`src/design/ptc_pkg.sv`:
```
// ----------------------------------------------------------------------------
// ptc_pkg: shared types and constants of the points-in-triangle counter
// Transaction structs, queue entry, operation codes and back-end states.
// ----------------------------------------------------------------------------
`default_nettype none

package ptc_pkg;

	localparam int MAX_VERTICES = 1024;
	localparam int COORD_BITS   = 24;
	localparam int IDX_W        = $clog2(MAX_VERTICES);
	localparam int CNT_W        = $clog2(MAX_VERTICES + 1);
	localparam int DIFF_W       = COORD_BITS + 1;
	localparam int PROD_W       = 2 * DIFF_W;
	localparam int ACC_W        = PROD_W + 2;
	localparam int QUEUE_DEPTH  = 2;
	localparam int QPTR_W       = $clog2(QUEUE_DEPTH);
	localparam int QFILL_W      = $clog2(QUEUE_DEPTH + 1);

	typedef struct packed {
		logic                          req_type;
		logic [IDX_W-1:0]              vertex_index;
		logic signed [COORD_BITS-1:0]  coord_x;
		logic signed [COORD_BITS-1:0]  coord_y;
		logic [IDX_W-1:0]              corner_a;
		logic [IDX_W-1:0]              corner_b;
		logic [IDX_W-1:0]              corner_c;
	} req_t;

	typedef struct packed {
		logic [CNT_W-1:0] inside_count;
		logic             bad_index;
	} rsp_t;

	typedef enum logic {
		OP_LOAD  = 1'b0,
		OP_QUERY = 1'b1
	} op_t;

	typedef struct packed {
		op_t                           op;
		logic                          bad;
		logic [IDX_W-1:0]              vertex_index;
		logic signed [COORD_BITS-1:0]  coord_x;
		logic signed [COORD_BITS-1:0]  coord_y;
		logic [IDX_W-1:0]              corner_a;
		logic [IDX_W-1:0]              corner_b;
		logic [IDX_W-1:0]              corner_c;
	} entry_t;

	typedef enum logic [3:0] {
		BK_IDLE,
		BK_RD_B,
		BK_RD_C,
		BK_CAP_C,
		BK_AREA_MUL,
		BK_AREA,
		BK_ABS,
		BK_SCAN,
		BK_DRAIN,
		BK_RESULT
	} bk_state_t;

endpackage

`default_nettype wire

```
`src/design/ptc_front.sv`:
```
// ----------------------------------------------------------------------------
// ptc_front: request intake and classification
// Accepts request transactions, tags them as load or query, checks the
// corner slots against the vertex count and holds them in a short queue.
// ----------------------------------------------------------------------------
`default_nettype none

module ptc_front (
	input  wire logic                        clk,
	input  wire logic                        arst_n,
	input  wire logic                        req_valid,
	output logic                             req_ready,
	input  wire ptc_pkg::req_t               req,
	input  wire logic [ptc_pkg::CNT_W-1:0]   n_eff,
	output logic                             q_valid,
	output ptc_pkg::entry_t                  q_entry,
	input  wire logic                        q_pop
);

	ptc_pkg::entry_t                 slot_q [ptc_pkg::QUEUE_DEPTH];
	logic [ptc_pkg::QPTR_W-1:0]      wr_ptr_q;
	logic [ptc_pkg::QPTR_W-1:0]      rd_ptr_q;
	logic [ptc_pkg::QFILL_W-1:0]     fill_q;
	ptc_pkg::entry_t                 cls;
	logic                            push;
	logic                            pop;

	// classification: corner out of range flags the query at intake
	always_comb begin
		cls.op           = req.req_type ? ptc_pkg::OP_QUERY : ptc_pkg::OP_LOAD;
		cls.vertex_index = req.vertex_index;
		cls.coord_x      = req.coord_x;
		cls.coord_y      = req.coord_y;
		cls.corner_a     = req.corner_a;
		cls.corner_b     = req.corner_b;
		cls.corner_c     = req.corner_c;
		cls.bad          = req.req_type &&
		                   ((ptc_pkg::CNT_W'(req.corner_a) >= n_eff) ||
		                    (ptc_pkg::CNT_W'(req.corner_b) >= n_eff) ||
		                    (ptc_pkg::CNT_W'(req.corner_c) >= n_eff));
	end

	assign req_ready = (fill_q != ptc_pkg::QFILL_W'(ptc_pkg::QUEUE_DEPTH));
	assign q_valid   = (fill_q != '0);
	assign q_entry   = slot_q[rd_ptr_q];
	assign push      = req_valid && req_ready;
	assign pop       = q_pop && q_valid;

	always_ff @(posedge clk) begin
		if (push) begin
			slot_q[wr_ptr_q] <= cls;
		end
	end

	always_ff @(posedge clk or negedge arst_n) begin
		if (!arst_n) begin
			wr_ptr_q <= '0;
			rd_ptr_q <= '0;
			fill_q   <= '0;
		end else begin
			if (push) begin
				wr_ptr_q <= (wr_ptr_q == ptc_pkg::QPTR_W'(ptc_pkg::QUEUE_DEPTH - 1)) ?
				            '0 : wr_ptr_q + 1'b1;
			end
			if (pop) begin
				rd_ptr_q <= (rd_ptr_q == ptc_pkg::QPTR_W'(ptc_pkg::QUEUE_DEPTH - 1)) ?
				            '0 : rd_ptr_q + 1'b1;
			end
			if (push && !pop) begin
				fill_q <= fill_q + 1'b1;
			end else if (pop && !push) begin
				fill_q <= fill_q - 1'b1;
			end
		end
	end

endmodule

`default_nettype wire

```
`config.mk`:
```
export PLATFORM = sky130hd
export DESIGN_NAME = ptc_front
export DESIGN_NICKNAME = d
export VERILOG_FILES = /design/src/design/ptc_pkg.sv /design/src/design/ptc_front.sv
export SDC_FILE = /design/constraint.sdc
export NUM_CORES = 1
export LEC_CHECK = 0
export BUFFER_PORTS_ARGS = -buffer_cell sky130_fd_sc_hd__buf_2
export CAP_MARGIN = 10
export CORE_ASPECT_RATIO = 0.9
export CORE_MARGIN = 2
export CORE_UTILIZATION = 25
export CTS_BUF_LIST = sky130_fd_sc_hd__clkbuf_4 sky130_fd_sc_hd__clkbuf_8
export CTS_CLUSTER_SIZE = 28
export DETAILED_ROUTE_END_ITERATION = 16
export MAX_ROUTING_LAYER = met4
export PLACE_DENSITY_LB_ADDON = 0.3
export SLEW_MARGIN = 25
export SYNTH_ARGS = -nofsm -noshare
export SYNTH_HDL_FRONTEND = slang
export SYNTH_SLANG_ARGS = --single-unit
export TNS_END_PERCENT = 100
```
`constraint.sdc`:
```
create_clock -name clk -period 4.8 [get_ports clk]
set_input_delay 0.96 -clock clk [delete_from_list [all_inputs] [get_ports clk]]
set_output_delay 0.96 -clock clk [all_outputs]
set_load 0.02 [all_outputs]
```
# Word level (Yosys, flattened, before mapping)
# Memories as Yosys holds them, arrays and structs flattened.
# Cells that the tools add are included.
[totals]
register_bits = 4
ram_bits = 180
output_inout_bits = 92
elab_cells = 30
n_memories = 1
[op_classes]
add_sub_neg = 4
n_lt_le_gt_ge = 3
eq_ne = 1
muxes = 7
n_reduce_logical = 11
[memory_table]
columns = ["memory", "depth", "width", "read_ports", "rd_ports_with_merged_regs", "wr", "line_no", "text"]
rows = [
  ["slot_q", 2, 90, 1, 0, 1, "ptc_front.sv:20", "ptc_pkg::entry_t slot_q [ptc_pkg::QUEUE_DEPTH];"],
]
[op_table]
columns = ["cell", "count"]
rows = [
  ["greater-or-equal comparator 10 x 11 -> 1 bit", 3],
  ["logical AND 1 bit", 5],
  ["two-way mux 1 bit", 5],
  ["two-way mux 2 bit", 2],
  ["nonzero test 2 bit", 2],
  ["adder 1 bit, second input constant", 2],
  ["adder 2 x 1 -> 2 bit, second input constant", 1],
  ["zero test 1 bit", 2],
  ["logical OR 1 bit", 2],
  ["!= test 2 bit, second input constant", 1],
  ["subtractor 2 x 1 -> 2 bit, second input constant", 1],
]

# Logic depth before layout (Yosys ltp)
[depth]
depth_word = 6
mapped_depth = 8
ltp_nobuf = 8

# Worst setup path before layout
# OpenSTA, ideal clock, no wires.
[synth_timing]
path_kind = "input-to-reg"
startpoint = "in req_valid"
endpoint = "mem slot_q[0][0] (netlist name) (enable)"
arrival_time_ns = 4.806
slack_ns = -0.545
cell_stages = 2
path_buffers = 0
path_cell_list = "nand2_1 nor2_1"
[synth_between]
elab_chain_cells = 3
[synth_rtl]
columns = ["element", "line_no", "text"]
rows = [
  ["start, declared", "ptc_front.sv:11", "input wire logic req_valid,"],
  ["logical AND 1 bit", "ptc_front.sv:46", "assign push = req_valid && req_ready;"],
  ["two-way mux 1 bit", "ptc_front.sv:50", "if (push) begin"],
  ["two-way mux 1 bit (implied by the code)", "ptc_front.sv:51", "slot_q[wr_ptr_q] <= cls;"],
  ["end, declared", "ptc_front.sv:20", ""],
]
# Every way passes these cells.

==> metrics.csv <==
stage,metric,value,unit
run_status,status,finished clean,
route,total wire length,16.27,mm
layout,layout cell share with drive strength beyond 1,0.5387,
route,via count,4031,
timing,Fmax,0.3294,GHz
clock_tree,TritonCTS buffer count,17,
grt,total grt overflow,0,
route,Final ANT Viol Nets,0,
setup_path,crit path DAT,2.08,ns
route,DR vias/cell,4.015,
synth,Synth Area in Simple Gates,0.02133,
clock_tree,post_cts resized,0,
clock_tree,clk sinks,184,
timing,worst rel slew slack,0.6679,
timing,worst clock skew,0.01119,ns
grt,largest net degree at the start of global routing,72,
route,Wirelength per Cell,16.20,microns
clock_tree,cts hold-fix bufs,0,
floorplan,number of cell rows,59,
route,# DRC,0,
synth,synth unique cells,31,
setup_path,crit path max-delay cell type,dfrtp_4,
synth,Yosys reg bits,184,
floorplan,I/O Pins,196,
setup_path,CP startpoint kind,flop,
clock_tree,htree depth,4,
timing,slew of the pin with the lowest slew margin,0.4969,ns
grt,vias in the first global route,4396,
power_and_ir_drop,pwr/cell area,557.2,nW/um^2
synth,register area share after synthesis,0.7510,
clock_tree,CTS tree,built,
layout,Storage cell area,5509,sq um
synth,"Avg Cell Area, Syn",19.09,sq um
timing,min cycle time layout,3.036,ns
route,DRT iter0 DRCs,161,
setup_path,Worst EP required,3.84,ns
clock_tree,deepest clock path buffer count,2,
grt,initial antenna violation count,1,
floorplan,Die Ht,166.5,microns
synth,Synth area leader,edfxtp_1,
floorplan,Chip Width,184.5,microns
layout,FILL cells,2849,
timing,Hold Fails Final Rpt,0,
layout,area grow syn2layout,26.20,%
synth,largest family of logic cells by synthesized area,multiplexers,
timing,setup_tns,0,ns
layout,fin nets,729,
synth,Syn Inst Count,384,
setup_path,crit end category,output pin,
route,TritonRoute pass-1 iters,4,
layout,most frequent cells in the layout,"buf_2, edfxtp_1, mux2_2, ha_1, clkbuf_8",
floorplan,starting density of the core,0.2540,
synth,synth top area cells,"edfxtp_1, mux2_2, ha_1, dfrtp_1, inv_1",
synth,compound-cell area share of the yosys netlist,0.01673,
timing,RSZ-0062 raised after global routing,no,
floorplan,die area,30710,sq um
timing,final period utilization,0.6325,
grt,Global Route Usage Sum,0.1101,
place,IO buf count,195,
clock_tree,CTS clock-pin slew for the worst setup and hold paths,0.09,ns
setup_path,CP Max Fanout,25,
setup_path,cells along the critical path,buf_4 -> mux2_2 -> buf_2,
synth,Yosys top cell area share,0.7373,
clock_tree,Clock Latency Late Sink,0.45,ns
synth,Synth Area in XOR/XNOR,0.005974,
power_and_ir_drop,leakage,3.497,nW
setup_path,RR Startpoint,fill_q[0]$_DFFE_PN0P_,
synth,Mapped Nets,519,
floorplan,total core area,28860,sq um
layout,area of the multi-input gates,1737,sq um
place,Post-DP HPWL,11.18,mm
worst_hold_path,worst hold path type,input pin to async pin,
clock_tree,buffer type at the clock tree root,clkbuf_8,
synth,Mapped Area,7331,sq um
layout,"most common cell after layout, fill and taps aside",buf_2,
setup_path,Crit path largest cell delay,0.68,ns
synth,multiplexer share of the synthesized area,0.1382,
timing,smallest hold slack,0.2989,ns
setup_path,CP Class,flop to output pin,
timing,Final Max Slew Viols,0,
synth,Adder-Cell Fraction of Synth Area,0.05291,
synth,warnings from Yosys,0,
setup_path,Crit. Startpoint,rd_ptr_q$_DFFE_PN0P_,
grt,first-pass GRT wire length,24.07,mm
job,max cap viols,0,
power_and_ir_drop,worst vdd ir,0.3500,mV
clock_tree,post-CTS setup buffers,0,
place,Final Wtd Congestion,0.7428,
timing,"Setup violations, final",0,
[path summary, 6_finish.rpt]
check | to | slack [ns] | cells after the start
setup reg to reg | slot_q[0][48]$_DFFE_PP_ | 2.87 | 4
min in group clk | fill_q[1]$_DFFE_PN0P_ | 0.50 | 1
hold / removal | fill_q[0]$_DFFE_PN0P_ | 0.30 | 1
setup / recovery | q_entry[77] | 1.76 | 3
hold reg to reg | fill_q[1]$_DFFE_PN0P_ | 0.50 | 1
max in group asynchronous | rd_ptr_q$_DFFE_PN0P_ | 4.37 | 1
[cells by family (layout without fill, tap and decap cells)]
| family | after synthesis | count (layout) |
|---|---|---|
| simple gates | 30 | 30 |
| compound gates | 20 | 20 |
| xor+xnor | 5 | 5 |
| buf+inv | 24 | 247 |
| flops | 184 | 184 |
| fa+ha+maj | 31 | 31 |
| other cells | 0 | 1 |
| mux | 90 | 90 |
[worst max-delay path, delay by kind of cell, from the launching register on]
family	cells	cell delay, ns
muxes	1	0.38
DFF	1	0.68
buffers and inverters	2	0.53
[cells in the mapped netlist (all sizes together)]
cell and n:
nor4 1, o21ai 4, o21a 1, xor2 2, a2111oi 1, nand4b 2
a21o 1, nand2b 2, dfrtp 4, and3 2, edfxtp 180, a22oi 1
buf 9, a31oi 1, nand3b 1, ha 31, clkbuf 1, nand4 2
nand2 7, nor2b 1, xnor2 3, inv 14, or2 1, a211oi 1
nor3 1, nand3 5, a21oi 9, mux2 90, o22ai 1, nor2 5
[per-layer routing]
layer / vias to the layer above / track usage / share of wire
met5: - / - / 0
met1: 1983 / 0.1234 / 0.41
li1: 1919 / - / -
met3: 9 / 0.03280 / 0.064
met2: 120 / 0.1870 / 0.51
met4: 0 / 0.03652 / 0.011
[cell type report]
type,count,share of cell area
inverter,14,0.005680
antenna,1,0.0002705
tap,396,0.05356
clock inverter,13,0.01217
timing repair buffer,201,0.1182
multi-input combinational,176,0.1877
sequential,184,0.5955
clock buffer,19,0.02691
[power by group]
group          switching [W]  internal, W  leakage [nW]
Combinational        0.00111     0.000746          1.60
Sequential          0.000128      0.00219          1.72
Clock               0.000587     0.000387         0.178
Total                0.00183      0.00333          3.50
[flip-flops by register name, summed over array words and instances (netlist names)]
register and count:
wr_ptr_q 1, fill_q 2, slot_q 180, rd_ptr_q 1
[stage by stage]
stage	std cells	utilization	total power [W]	setup slack [ns]	area, sq um
6_report	1004	0.3205	0.005154	1.764	9251
5_1_grt	1004	0.3205	0.005461	1.598	9251
4_1_cts	1000	0.3176	0.005215	1.111	9166
3_5_place_dp	968	0.3050	0.004213	1.671	8805
3_3_place_gp	968	0.3050	0.004169	1.728	8805
2_1_floorplan	384	-	0.003586	0.9677	7333
Note: power is estimated with default switching activity, not from simulation.
